===== src/rtl/idg_pkg.sv =====
// Shared types and constants for the index stream delta gate.
package idg_pkg;

   localparam int COUNT_BITS   = 32;
   localparam int VALUE_BITS   = 16;
   localparam int BYTE_BITS    = 8;
   localparam int SUM_BITS     = 48;
   localparam int CHG_BITS     = 32;
   localparam int BIN_BITS     = 32;
   localparam int SMALL_BINS   = 16;
   localparam int BIN_IDX_BITS = $clog2(SMALL_BINS);
   localparam int ACC_BITS     = BIN_BITS + BIN_IDX_BITS;
   localparam int PROD_BITS    = VALUE_BITS + COUNT_BITS;
   localparam int CMP_BITS     = (SUM_BITS + 6 > PROD_BITS) ? SUM_BITS + 6 : PROD_BITS;

   localparam int N_MIN_W1     = 64;
   localparam int RANGE_MIN_W1 = 64;
   localparam int N_MIN_BINS   = 16384;
   localparam int N_MIN_W2     = 10000;
   localparam int RANGE_MIN_W2 = 200;
   localparam int RANGE_WIDE_W2 = 500;

   localparam int CSR_INDEX_BITS = 1;
   localparam int CSR_DATA_BITS  = 4;
   localparam int WIDTH_BITS     = 4;

   localparam logic [CSR_INDEX_BITS-1:0] CSR_IS_NUMERIC    = 1'd0;
   localparam logic [CSR_INDEX_BITS-1:0] CSR_ELEMENT_WIDTH = 1'd1;

   localparam logic [WIDTH_BITS-1:0] WIDTH_BYTE = 4'd1;
   localparam logic [WIDTH_BITS-1:0] WIDTH_HALF = 4'd2;

   typedef struct packed {
      logic update;
      logic prep;
      logic mult;
      logic bin_step;
      logic compare;
      logic finish;
   } ctl_cmd_type;

   typedef struct packed {
      logic bin_last;
   } dp_status_type;

endpackage


===== src/rtl/idg_if.sv =====
// Request and response channel interfaces of the index stream delta gate.
interface idg_req_if;
   logic                           valid;
   logic                           ready;
   logic [idg_pkg::VALUE_BITS-1:0] element_value;
   logic                           last_element;

   modport source (output valid, output element_value, output last_element, input ready);
   modport sink   (input valid, input element_value, input last_element, output ready);
endinterface

interface idg_rsp_if;
   logic valid;
   logic ready;
   logic choose_delta;

   modport source (output valid, output choose_delta, input ready);
   modport sink   (input valid, input choose_delta, output ready);
endinterface


===== src/rtl/idg_datapath.sv =====
// Statistics registers, decision arithmetic and result register of the delta gate.
module idg_datapath (
   input  logic                               clock,
   input  logic                               reset,
   input  idg_pkg::ctl_cmd_type               cmd,
   output idg_pkg::dp_status_type             status,
   input  logic                               csr_write_enable,
   input  logic [idg_pkg::CSR_INDEX_BITS-1:0] csr_index,
   input  logic [idg_pkg::CSR_DATA_BITS-1:0]  csr_write_data,
   input  logic [idg_pkg::VALUE_BITS-1:0]     element_value,
   output logic                               choose_delta
);

   logic                             numeric_ff, numeric_in;
   logic [idg_pkg::WIDTH_BITS-1:0]   width_ff, width_in;

   logic [idg_pkg::COUNT_BITS-1:0]   count_ff, count_in;
   logic [idg_pkg::VALUE_BITS-1:0]   prev_ff, prev_in;
   logic [idg_pkg::VALUE_BITS-1:0]   min_ff, min_in;
   logic [idg_pkg::VALUE_BITS-1:0]   max_ff, max_in;
   logic [idg_pkg::SUM_BITS-1:0]     dsum_ff, dsum_in;
   logic [idg_pkg::CHG_BITS-1:0]     chg_ff, chg_in;
   logic [idg_pkg::BIN_BITS-1:0]     bins_ff [idg_pkg::SMALL_BINS];
   logic [idg_pkg::BIN_BITS-1:0]     bins_in [idg_pkg::SMALL_BINS];

   logic [idg_pkg::VALUE_BITS-1:0]   range_ff, range_in;
   logic [idg_pkg::COUNT_BITS-1:0]   nm1_ff, nm1_in;
   logic [idg_pkg::CMP_BITS-1:0]     ds5_ff, ds5_in;
   logic [idg_pkg::CMP_BITS-1:0]     ds25_ff, ds25_in;
   logic [idg_pkg::CMP_BITS-1:0]     ds40_ff, ds40_in;
   logic [idg_pkg::PROD_BITS-1:0]    rn_ff, rn_in;
   logic [idg_pkg::BIN_IDX_BITS-1:0] thr_ff, thr_in;
   logic [idg_pkg::BIN_IDX_BITS-1:0] bin_idx_ff, bin_idx_in;
   logic [idg_pkg::ACC_BITS-1:0]     acc_ff, acc_in;
   logic                             decision_ff, decision_in;
   logic                             out_ff, out_in;

   logic [idg_pkg::VALUE_BITS-1:0]   value;
   logic [idg_pkg::VALUE_BITS-1:0]   diff;
   logic                             first_elem;
   logic                             small_hit;
   logic [idg_pkg::SUM_BITS:0]       dsum_add;

   logic [idg_pkg::CMP_BITS-1:0]     n_x, nm1_x, rn_x, cc2_x, cc4_x, ds2_x, nm1_4_x;
   logic [idg_pkg::CMP_BITS-1:0]     acc5_x;
   logic                             w1_ok, w2_ok, rng_w1, mad25, test_a, test_b;

   always_comb begin
      numeric_in = numeric_ff;
      width_in   = width_ff;
      if (csr_write_enable) begin
         unique case (csr_index)
            idg_pkg::CSR_IS_NUMERIC:    numeric_in = csr_write_data[0];
            idg_pkg::CSR_ELEMENT_WIDTH: width_in   = csr_write_data[idg_pkg::WIDTH_BITS-1:0];
            default: ;
         endcase
      end
   end

   always_comb begin
      value = (width_ff == idg_pkg::WIDTH_BYTE)
              ? idg_pkg::VALUE_BITS'(element_value[idg_pkg::BYTE_BITS-1:0])
              : element_value;
      diff       = (value > prev_ff) ? value - prev_ff : prev_ff - value;
      first_elem = (count_ff == '0);
      small_hit  = (diff[idg_pkg::VALUE_BITS-1:idg_pkg::BIN_IDX_BITS] == '0);
      dsum_add   = {1'b0, dsum_ff} + (idg_pkg::SUM_BITS + 1)'(diff);
   end

   always_comb begin
      count_in = count_ff;
      prev_in  = prev_ff;
      min_in   = min_ff;
      max_in   = max_ff;
      dsum_in  = dsum_ff;
      chg_in   = chg_ff;
      for (int i = 0; i < idg_pkg::SMALL_BINS; i++) begin
         bins_in[i] = bins_ff[i];
      end
      if (cmd.finish) begin
         count_in = '0;
         prev_in  = '0;
         min_in   = '0;
         max_in   = '0;
         dsum_in  = '0;
         chg_in   = '0;
         for (int i = 0; i < idg_pkg::SMALL_BINS; i++) begin
            bins_in[i] = '0;
         end
      end else if (cmd.update) begin
         if (first_elem) begin
            min_in = value;
            max_in = value;
         end else begin
            dsum_in = dsum_add[idg_pkg::SUM_BITS] ? '1 : dsum_add[idg_pkg::SUM_BITS-1:0];
            if (diff != '0 && chg_ff != '1) begin
               chg_in = chg_ff + 1'b1;
            end
            for (int i = 0; i < idg_pkg::SMALL_BINS; i++) begin
               if (small_hit && diff[idg_pkg::BIN_IDX_BITS-1:0] == idg_pkg::BIN_IDX_BITS'(i)
                   && bins_ff[i] != '1) begin
                  bins_in[i] = bins_ff[i] + 1'b1;
               end
            end
            if (value < min_ff) begin
               min_in = value;
            end
            if (value > max_ff) begin
               max_in = value;
            end
         end
         prev_in = value;
         if (count_ff != '1) begin
            count_in = count_ff + 1'b1;
         end
      end
   end

   // scale delta sum by 5, then 25 and 40, by shift and add; range*(n-1); bin sum
   always_comb begin
      range_in   = range_ff;
      nm1_in     = nm1_ff;
      ds5_in     = ds5_ff;
      ds25_in    = ds25_ff;
      ds40_in    = ds40_ff;
      rn_in      = rn_ff;
      thr_in     = thr_ff;
      bin_idx_in = bin_idx_ff;
      acc_in     = acc_ff;
      if (cmd.prep) begin
         range_in   = max_ff - min_ff;
         nm1_in     = count_ff - 1'b1;
         ds5_in     = (idg_pkg::CMP_BITS'(dsum_ff) << 2) + idg_pkg::CMP_BITS'(dsum_ff);
         bin_idx_in = '0;
         acc_in     = '0;
      end
      if (cmd.mult) begin
         rn_in   = idg_pkg::PROD_BITS'(range_ff) * idg_pkg::PROD_BITS'(nm1_ff);
         ds25_in = (ds5_ff << 2) + ds5_ff;
         ds40_in = ds5_ff << 3;
         thr_in  = (range_ff[idg_pkg::VALUE_BITS-1:idg_pkg::BYTE_BITS] != '0)
                   ? idg_pkg::BIN_IDX_BITS'(idg_pkg::SMALL_BINS - 1)
                   : range_ff[idg_pkg::BYTE_BITS-1:idg_pkg::BIN_IDX_BITS];
      end
      if (cmd.bin_step) begin
         if (bin_idx_ff <= thr_ff) begin
            acc_in = acc_ff + idg_pkg::ACC_BITS'(bins_ff[bin_idx_ff]);
         end
         bin_idx_in = bin_idx_ff + 1'b1;
      end
   end

   always_comb begin
      n_x     = idg_pkg::CMP_BITS'(count_ff);
      nm1_x   = idg_pkg::CMP_BITS'(nm1_ff);
      rn_x    = idg_pkg::CMP_BITS'(rn_ff);
      cc2_x   = idg_pkg::CMP_BITS'(chg_ff) << 1;
      cc4_x   = idg_pkg::CMP_BITS'(chg_ff) << 2;
      ds2_x   = idg_pkg::CMP_BITS'(dsum_ff) << 1;
      nm1_4_x = nm1_x << 2;
      acc5_x  = (idg_pkg::CMP_BITS'(acc_ff) << 2) + idg_pkg::CMP_BITS'(acc_ff);

      mad25  = ds25_ff < rn_x;
      rng_w1 = range_ff >= idg_pkg::VALUE_BITS'(idg_pkg::RANGE_MIN_W1);
      test_a = rng_w1 && mad25 && (cc2_x > n_x || ds2_x < nm1_x);
      test_b = rng_w1 && count_ff >= idg_pkg::COUNT_BITS'(idg_pkg::N_MIN_BINS)
               && cc4_x > n_x && acc5_x >= nm1_4_x;
      w1_ok  = width_ff == idg_pkg::WIDTH_BYTE
               && count_ff >= idg_pkg::COUNT_BITS'(idg_pkg::N_MIN_W1) && (test_a || test_b);
      w2_ok  = width_ff == idg_pkg::WIDTH_HALF
               && count_ff >= idg_pkg::COUNT_BITS'(idg_pkg::N_MIN_W2)
               && range_ff >= idg_pkg::VALUE_BITS'(idg_pkg::RANGE_MIN_W2)
               && mad25 && cc2_x > n_x
               && (range_ff >= idg_pkg::VALUE_BITS'(idg_pkg::RANGE_WIDE_W2) || ds40_ff < rn_x);

      decision_in = cmd.compare ? (numeric_ff && count_ff != '0 && (w1_ok || w2_ok))
                                : decision_ff;
      out_in      = cmd.finish ? decision_ff : out_ff;
   end

   always_ff @(posedge clock) begin
      if (reset) begin
         numeric_ff <= 1'b1;
         width_ff   <= idg_pkg::WIDTH_BYTE;
         count_ff   <= '0;
         prev_ff    <= '0;
         min_ff     <= '0;
         max_ff     <= '0;
         dsum_ff    <= '0;
         chg_ff     <= '0;
         for (int i = 0; i < idg_pkg::SMALL_BINS; i++) begin
            bins_ff[i] <= '0;
         end
      end else begin
         numeric_ff <= numeric_in;
         width_ff   <= width_in;
         count_ff   <= count_in;
         prev_ff    <= prev_in;
         min_ff     <= min_in;
         max_ff     <= max_in;
         dsum_ff    <= dsum_in;
         chg_ff     <= chg_in;
         for (int i = 0; i < idg_pkg::SMALL_BINS; i++) begin
            bins_ff[i] <= bins_in[i];
         end
      end
   end

   always_ff @(posedge clock) begin
      range_ff    <= range_in;
      nm1_ff      <= nm1_in;
      ds5_ff      <= ds5_in;
      ds25_ff     <= ds25_in;
      ds40_ff     <= ds40_in;
      rn_ff       <= rn_in;
      thr_ff      <= thr_in;
      bin_idx_ff  <= bin_idx_in;
      acc_ff      <= acc_in;
      decision_ff <= decision_in;
      out_ff      <= out_in;
   end

   assign status.bin_last = (bin_idx_ff == idg_pkg::BIN_IDX_BITS'(idg_pkg::SMALL_BINS - 1));
   assign choose_delta    = out_ff;

endmodule


===== src/rtl/idg_controller.sv =====
// Sequencing state machine and response valid register of the delta gate.
module idg_controller (
   input  logic                   clock,
   input  logic                   reset,
   input  logic                   req_valid,
   input  logic                   req_last,
   output logic                   req_ready,
   input  logic                   rsp_ready,
   output logic                   rsp_valid,
   output idg_pkg::ctl_cmd_type   cmd,
   input  idg_pkg::dp_status_type status
);

   typedef enum logic [5:0] {
      S_RUN  = 6'b000001,
      S_PREP = 6'b000010,
      S_MULT = 6'b000100,
      S_BINS = 6'b001000,
      S_CMP  = 6'b010000,
      S_DONE = 6'b100000
   } ctl_state_type;

   ctl_state_type state_ff, state_in;
   logic          rsp_valid_ff, rsp_valid_in;
   logic          accept;
   logic          slot_free;

   assign req_ready = (state_ff == S_RUN);
   assign accept    = req_valid && req_ready;
   assign slot_free = !rsp_valid_ff || rsp_ready;

   always_comb begin
      state_in = state_ff;
      cmd      = '0;
      unique case (state_ff)
         S_RUN: begin
            cmd.update = accept;
            if (accept && req_last) begin
               state_in = S_PREP;
            end
         end
         S_PREP: begin
            cmd.prep = 1'b1;
            state_in = S_MULT;
         end
         S_MULT: begin
            cmd.mult = 1'b1;
            state_in = S_BINS;
         end
         S_BINS: begin
            cmd.bin_step = 1'b1;
            if (status.bin_last) begin
               state_in = S_CMP;
            end
         end
         S_CMP: begin
            cmd.compare = 1'b1;
            state_in    = S_DONE;
         end
         S_DONE: begin
            // hold until the response register is free
            if (slot_free) begin
               cmd.finish = 1'b1;
               state_in   = S_RUN;
            end
         end
         default: state_in = S_RUN;
      endcase
   end

   always_comb begin
      rsp_valid_in = rsp_valid_ff;
      if (cmd.finish) begin
         rsp_valid_in = 1'b1;
      end else if (rsp_ready) begin
         rsp_valid_in = 1'b0;
      end
   end

   always_ff @(posedge clock) begin
      if (reset) begin
         state_ff     <= S_RUN;
         rsp_valid_ff <= 1'b0;
      end else begin
         state_ff     <= state_in;
         rsp_valid_ff <= rsp_valid_in;
      end
   end

   assign rsp_valid = rsp_valid_ff;

endmodule


===== src/rtl/index_stream_delta_gate.sv =====
// Top level of the index stream delta gate: controller, datapath and channel wiring.
// The gate takes one element request per cycle while a stream runs and gathers count,
// min/max, previous value, absolute delta sum, change count and sixteen small-delta
// counters. The request carrying the last element starts the decision sequence:
// forming range and n-1, the 16x32 range*(n-1) multiply, stepping the small-delta
// counters through one adder, a compare step and loading the response register, so req
// ready stays low from a last element until the sequence ends. The statistics are
// cleared as the response is loaded, so the next stream may start while the decision
// waits to be taken; a further last element then waits in the final step until the
// response register is free. Configuration is to be written while idle (not enforced).
module index_stream_delta_gate (
   input  logic                               clock,
   input  logic                               reset,
   idg_req_if.sink                            req_stream,
   idg_rsp_if.source                          rsp_stream,
   input  logic                               csr_write_enable,
   input  logic [idg_pkg::CSR_INDEX_BITS-1:0] csr_index,
   input  logic [idg_pkg::CSR_DATA_BITS-1:0]  csr_write_data
);

   idg_pkg::ctl_cmd_type   cmd;
   idg_pkg::dp_status_type status;
   logic                   req_ready;
   logic                   rsp_valid;
   logic                   choose_delta;

   idg_controller u_ctl (
      .clock     (clock),
      .reset     (reset),
      .req_valid (req_stream.valid),
      .req_last  (req_stream.last_element),
      .req_ready (req_ready),
      .rsp_ready (rsp_stream.ready),
      .rsp_valid (rsp_valid),
      .cmd       (cmd),
      .status    (status)
   );

   idg_datapath u_dp (
      .clock            (clock),
      .reset            (reset),
      .cmd              (cmd),
      .status           (status),
      .csr_write_enable (csr_write_enable),
      .csr_index        (csr_index),
      .csr_write_data   (csr_write_data),
      .element_value    (req_stream.element_value),
      .choose_delta     (choose_delta)
   );

   assign req_stream.ready        = req_ready;
   assign rsp_stream.valid        = rsp_valid;
   assign rsp_stream.choose_delta = choose_delta;

endmodule


===== src/flat_wrapper.sv =====
// flat-port wrapper written by rule: the top's interface ports become plain ports
module index_stream_delta_gate_flat 
  (clock, reset, csr_write_enable, csr_index, csr_write_data, req_stream_valid, req_stream_element_value, req_stream_last_element, req_stream_ready, rsp_stream_valid, rsp_stream_choose_delta, rsp_stream_ready);
  idg_req_if req_stream_i ();
  idg_rsp_if rsp_stream_i ();
  input  logic clock;
  input  logic reset;
  input  logic csr_write_enable;
  input  logic [idg_pkg::CSR_INDEX_BITS-1:0] csr_index;
  input  logic [idg_pkg::CSR_DATA_BITS-1:0] csr_write_data;
  input wire logic [$bits(req_stream_i.valid)-1:0] req_stream_valid;
  input wire logic [$bits(req_stream_i.element_value)-1:0] req_stream_element_value;
  input wire logic [$bits(req_stream_i.last_element)-1:0] req_stream_last_element;
  output wire logic [$bits(req_stream_i.ready)-1:0] req_stream_ready;
  output wire logic [$bits(rsp_stream_i.valid)-1:0] rsp_stream_valid;
  output wire logic [$bits(rsp_stream_i.choose_delta)-1:0] rsp_stream_choose_delta;
  input wire logic [$bits(rsp_stream_i.ready)-1:0] rsp_stream_ready;
  assign req_stream_i.valid = req_stream_valid;
  assign req_stream_i.element_value = req_stream_element_value;
  assign req_stream_i.last_element = req_stream_last_element;
  assign req_stream_ready = req_stream_i.ready;
  assign rsp_stream_valid = rsp_stream_i.valid;
  assign rsp_stream_choose_delta = rsp_stream_i.choose_delta;
  assign rsp_stream_i.ready = rsp_stream_ready;
  index_stream_delta_gate u_core (.clock(clock), .reset(reset), .req_stream(req_stream_i), .rsp_stream(rsp_stream_i), .csr_write_enable(csr_write_enable), .csr_index(csr_index), .csr_write_data(csr_write_data));
endmodule

===== config.mk =====
export PLATFORM = sky130hd
export DESIGN_NAME = index_stream_delta_gate_flat
export DESIGN_NICKNAME = d
export VERILOG_FILES = /design/src/rtl/idg_pkg.sv /design/src/rtl/idg_if.sv /design/src/rtl/idg_datapath.sv /design/src/rtl/idg_controller.sv /design/src/rtl/index_stream_delta_gate.sv /design/src/flat_wrapper.sv
export SDC_FILE = /design/constraint.sdc
export NUM_CORES = 2
export LEC_CHECK = 0
export ABC_AREA = 0
export BUFFER_PORTS_ARGS = -buffer_cell sky130_fd_sc_hd__clkbuf_2
export CAP_MARGIN = 20
export CORE_MARGIN = 2
export CORE_UTILIZATION = 40
export DETAILED_ROUTE_END_ITERATION = 12
export HOLD_SLACK_MARGIN = 0.08
export PLACE_DENSITY = 0.65
export SLEW_MARGIN = 20
export SYNTH_ARGS = -nofsm -noshare
export SYNTH_HDL_FRONTEND = slang
export SYNTH_HIERARCHICAL = 1
export SYNTH_SLANG_ARGS = --single-unit

===== constraint.sdc =====
create_clock -name clock -period 7.6 [get_ports clock]
set_clock_uncertainty 0.1 [all_clocks]
set_input_delay 0.38 -clock clock [delete_from_list [all_inputs] [get_ports clock]]
set_output_delay 0.38 -clock clock [all_outputs]
set_load 0.03 [all_outputs]

==> qor.log <==
[outcome] result of the run completed
[clock_network] TritonCTS clock tree yes
[grt] number of antenna violations at the first check in global routing 13
[route] via count 65,800
[timing] final hold violation count 0
[grt] largest net degree at the start of global routing 199
[route] total length of routed wires 231,000 um
[floorplanning] area of the core 195,000 um^2
[route] remaining number of nets flagged by the antenna check after routing 0
[floorplanning] Boundary Pins 30
[synthesis] count of yosys warnings during synthesis 6
[synthesis] share of synthesized registers carrying an async set or reset 0%
[floorplanning] area enclosed by the die boundary 200,000 um^2
[critical_path] Req. time, crit path 8.02 ns
[floorplanning] Site Rows 162
[timing] clock period minus worst slack 7.36 ns
[critical_path] maximum net fanout on the critical path 9
[final_layout] area of the multi-input gates 51,700 um^2
[clock_network] cell at the root of the clock tree sky130_fd_sc_hd__clkbuf_16
[timing] final period utilization 96.8%
[critical_path] arrival time at the worst endpoint 7.78 ns
[synthesis] Mapped Nets 9,902
[run] max-cap viol count 0
[synthesis] number of distinct library cells after synthesis 100
[pwr] VDD IR max 0.973 mV
[timing] slew margin rel. 18.4%
[route] routed via count divided by cell count 5.72
[clock_network] CTS H-tree lvls 3
[synthesis] average footprint of a synthesized cell 8.90 um^2
[placed_design] number of buffer cells added on primary ports 29
[synthesis] number of synthesized flops with an enable pin 260
[clock_network] count of clock tree sinks 984
[pwr] Pleak 34.3 nW
[grt] number of global-route vias before repair 65,300
[timing] final number of max-transition violations 0
[route] detailed router's first-iteration violation count 5,245
[clock_network] buffer levels on the longest clock path 3
[synthesis] Synth Cell Area 78,600 um^2
[critical_path] CP Launch Type flip-flop
[timing] final total negative setup slack 0 ns
[placed_design] placed cell count 11,200
[route] number of iterations in the first detailed-routing pass 6
[pwr] P per Cell Area 435 nW/um^2
[placed_design] post-detail-place hpwl 178,000 um
[timing] setup repair after global routing missed its margin no
[floorplanning] horizontal die dimension 447 um
[grt] aggregate global-route resource usage 22.8%
[final_layout] post-synthesis to final-layout area growth 9.76%
[synthesis] most common flop cell mapped by yosys sky130_fd_sc_hd__dfxtp_1
[final_layout] sequential standard cell area 22,300 um^2
[critical_path] register-to-register path setup slack 0.24 ns
[timing] worst-case hold slack 0.357 ns
[synthesis] Gate Count Post-Synth 8,834
[clock_network] TritonCTS buffer count 113
[floorplanning] effective utilization at floorplan 40.3%
[grt] global-route congestion overflow total 0
[final_layout] fraction of layout instances using a drive strength above 1 6.93%
[placed_design] final weighted congestion of routability-driven global placement 0.949
[critical_path] sort of element at the end of the critical path flip-flop
[route] average routed wire per standard cell 20.1 um
[clock_network] clock slew at the register clock pins of the worst setup and hold paths 0.06 ns
[final_layout] fillers 18,700
[synthesis] part of the Yosys area used for sequential elements 28.4%
[timing] transition time of the tightest slew-check pin 1.22 ns
[final_layout] final-stage net count 9,838
[synthesis] flop and latch count out of synthesis 984
[worst_hold_path] min-delay worst type flip-flop to flip-flop
[grt] wire length of the first global-routing pass 363,000 um
[final_layout] Post-Layout Cell Count 11,500
[critical_path] kind of critical path flip-flop to flip-flop
[floorplanning] die height 447 um
[timing] count of final setup violators 0
[timing] achievable clock frequency 136 MHz
[clock_network] Skew-Pair Late Insertion Delay 0.81 ns
[route] remaining design rule violation count 0
==> flip-flops by register name (all words and copies together), names as in the netlist, 4 cells and up, named ones only <==
register and count:
u_core/u_dp/ds40_ff 49, u_core/u_dp/range_ff 16, u_core/u_dp/thr_ff 4, u_core/u_dp/rn_ff 48, u_core/u_dp/chg_ff 32, u_core/u_dp/bins_ff 512, u_core/u_dp/acc_ff 36, u_core/u_dp/max_ff 16
u_core/u_dp/count_ff 32, u_core/u_dp/ds5_ff 51, u_core/u_dp/dsum_ff 48, u_core/u_dp/min_ff 16, u_core/u_dp/width_ff 4, u_core/u_dp/ds25_ff 54, u_core/u_dp/nm1_ff 32, u_core/u_dp/bin_idx_ff 4
u_core/u_dp/prev_ff 16, u_core/u_ctl/state_ff 6
==> final cells by class <==
class,instances,area share (%)
multi-input combinational,6620,60.0
sequential,984,25.9
clock inverter,59,0.972
inverter,835,3.63
clock buffer,155,3.72
antenna,8,0.0232
tap,2624,3.81
timing repair buffer,216,2.04
==> layer usage <==
metal	vias to the layer above	part of all wire (%)	GRT usage [%]
li1	31100	-	-
met1	32100	42	29.0
met2	2072	48	39.0
met3	452	6.3	3.29
met4	4	4.2	8.77
met5	-	0.016	0
==> Yosys cell counts, drive strengths merged (12+ instances only) <==
| master | count | area [um^2] |
|---|---|---|
| nand4b | 15 | 131 |
| nor3b | 12 | 95.1 |
| xor2 | 140 | 1240 |
| a21boi | 18 | 135 |
| nor3 | 150 | 766 |
| nand4 | 185 | 1170 |
| or4 | 105 | 792 |
| edfxtp | 260 | 7810 |
| nor4 | 152 | 1000 |
| a21oi | 622 | 3130 |
| a211oi | 24 | 185 |
| or2 | 21 | 131 |
| xnor2 | 344 | 3010 |
| o21bai | 38 | 285 |
| clkbuf | 346 | 1300 |
| a21o | 202 | 1520 |
| a211o | 14 | 123 |
| dfxtp | 724 | 14500 |
| inv | 832 | 3120 |
| mux4 | 160 | 3600 |
| and4 | 53 | 464 |
| or3 | 233 | 1460 |
| fa | 426 | 8530 |
| o41ai | 16 | 140 |
| a31oi | 46 | 294 |
| o21a | 45 | 338 |
| o21ai | 433 | 2180 |
| o31ai | 94 | 706 |
| nand2 | 858 | 3220 |
| and3 | 116 | 727 |
| and2 | 281 | 1760 |
| nand3 | 326 | 1640 |
| a31o | 20 | 175 |
| nor2b | 61 | 382 |
| mux2i | 77 | 771 |
| o211ai | 30 | 225 |
| buf | 49 | 236 |
| a311oi | 13 | 114 |
| nand2b | 54 | 338 |
| nor2 | 472 | 1770 |
| a41o | 14 | 140 |
| ha | 615 | 7690 |
==> per-stage QoR <==
step           area, um^2  total power (W)  worst slack (ns)  utilization [%]
2_1_floorplan       78600           0.0246             0.590                -
3_3_place_gp        81700           0.0307            0.0416             41.9
3_5_place_dp        81700           0.0311           -0.0860             41.9
4_1_cts             86100           0.0373            0.0794             44.1
5_1_grt             86200           0.0409           0.00569             44.2
6_report            86300           0.0376             0.244             44.2
==> report_power, final <==
group	leakage (nW)	switching (W)	internal (W)
sequential	8.15	0.000302	0.00676
combinational	24.2	0.0147	0.00986
clock	1.97	0.00245	0.00345
total	34.3	0.0175	0.0201
==> path summary, 6_finish.rpt <==
| path | end | from | depth (start not counted) |
|---|---|---|---|
| worst min register to register | u_core/u_dp/choose_delta | u_core/u_dp/decision_ff | 0 |
| worst max-delay path | u_core/u_dp/rn_ff[46] | u_core/u_dp/nm1_ff[5] | 23 |
| worst min-delay path | u_core/u_dp/choose_delta | u_core/u_dp/decision_ff | 0 |
| worst max register to register | u_core/u_dp/rn_ff[46] | u_core/u_dp/nm1_ff[5] | 23 |
==> critical path, stage by stage, from the launching register on <==
cell	delay (ns)
sky130_fd_sc_hd__edfxtp_1	0.47
sky130_fd_sc_hd__buf_4	0.22
sky130_fd_sc_hd__and2_1	0.18
sky130_fd_sc_hd__fa_1	0.53
sky130_fd_sc_hd__inv_1	0.05
sky130_fd_sc_hd__fa_1	0.56
sky130_fd_sc_hd__fa_1	0.43
sky130_fd_sc_hd__fa_1	0.49
sky130_fd_sc_hd__inv_1	0.06
sky130_fd_sc_hd__fa_1	0.53
sky130_fd_sc_hd__inv_1	0.05
sky130_fd_sc_hd__fa_1	0.52
sky130_fd_sc_hd__inv_1	0.04
sky130_fd_sc_hd__ha_1	0.35
sky130_fd_sc_hd__and3_1	0.18
sky130_fd_sc_hd__a32o_2	0.21
sky130_fd_sc_hd__a311o_1	0.28
sky130_fd_sc_hd__o31a_1	0.25
sky130_fd_sc_hd__nor2_2	0.08
sky130_fd_sc_hd__o311a_1	0.36
sky130_fd_sc_hd__o41a_1	0.50
sky130_fd_sc_hd__o21a_2	0.27
sky130_fd_sc_hd__o31ai_2	0.24
sky130_fd_sc_hd__xor2_1	0.10
==> layout by cell type, fill, tap and decap left out, types with 18 or more instances in the layout <==
| master | instances |
|---|---|
| sky130_fd_sc_hd__ha_1 | 614 |
| sky130_fd_sc_hd__a31o_2 | 20 |
| sky130_fd_sc_hd__mux4_2 | 160 |
| sky130_fd_sc_hd__nand2_1 | 857 |
| sky130_fd_sc_hd__o21bai_1 | 38 |
| sky130_fd_sc_hd__a211oi_1 | 22 |
| sky130_fd_sc_hd__clkbuf_2 | 30 |
| sky130_fd_sc_hd__or3_1 | 232 |
| sky130_fd_sc_hd__a21boi_0 | 18 |
| sky130_fd_sc_hd__nor2b_1 | 61 |
| sky130_fd_sc_hd__and4_1 | 53 |
| sky130_fd_sc_hd__clkbuf_16 | 113 |
| sky130_fd_sc_hd__o211ai_1 | 30 |
| sky130_fd_sc_hd__o31ai_1 | 93 |
| sky130_fd_sc_hd__inv_1 | 831 |
| sky130_fd_sc_hd__nand4_1 | 184 |
| sky130_fd_sc_hd__nor3_1 | 146 |
| sky130_fd_sc_hd__and2_1 | 278 |
| sky130_fd_sc_hd__dfxtp_1 | 721 |
| sky130_fd_sc_hd__mux2i_1 | 77 |
| sky130_fd_sc_hd__nand2b_1 | 54 |
| sky130_fd_sc_hd__nand3_1 | 325 |
| sky130_fd_sc_hd__and3_1 | 115 |
| sky130_fd_sc_hd__buf_4 | 139 |
| sky130_fd_sc_hd__a21o_1 | 202 |
| sky130_fd_sc_hd__fa_1 | 426 |
| sky130_fd_sc_hd__dlygate4sd3_1 | 36 |
| sky130_fd_sc_hd__clkbuf_1 | 20 |
| sky130_fd_sc_hd__nor2_1 | 469 |
| sky130_fd_sc_hd__o21ai_0 | 428 |
| sky130_fd_sc_hd__or4_1 | 104 |
| sky130_fd_sc_hd__xor2_1 | 139 |
| sky130_fd_sc_hd__a31oi_1 | 45 |
| sky130_fd_sc_hd__a21oi_1 | 617 |
| sky130_fd_sc_hd__o21a_1 | 44 |
| sky130_fd_sc_hd__xnor2_1 | 344 |
| sky130_fd_sc_hd__clkbuf_8 | 22 |
| sky130_fd_sc_hd__edfxtp_1 | 260 |
| sky130_fd_sc_hd__nor4_1 | 147 |
==> cell families after synthesis <==
group                      share of synthesized area [%]
and+or+nand+nor                                     20.5
muxes                                               5.60
AOI/OAI and AO/OA                                   13.6
xor gates and xnor gates                            5.42
buffers and inverters                               5.94
adders and majority gates                           20.6
DFF                                                 28.4
==> timing repair <==
action                     in CTS  in global routing
hold buffers                   36                  0
resized for setup               1                 12
setup buffers                   0                 10
pin swaps                       0                  4
hold endpoints to repair       60                  0
cloned                          0                  0
setup endpoints to repair       1                 10
Power figures use the tool's default switching activity.
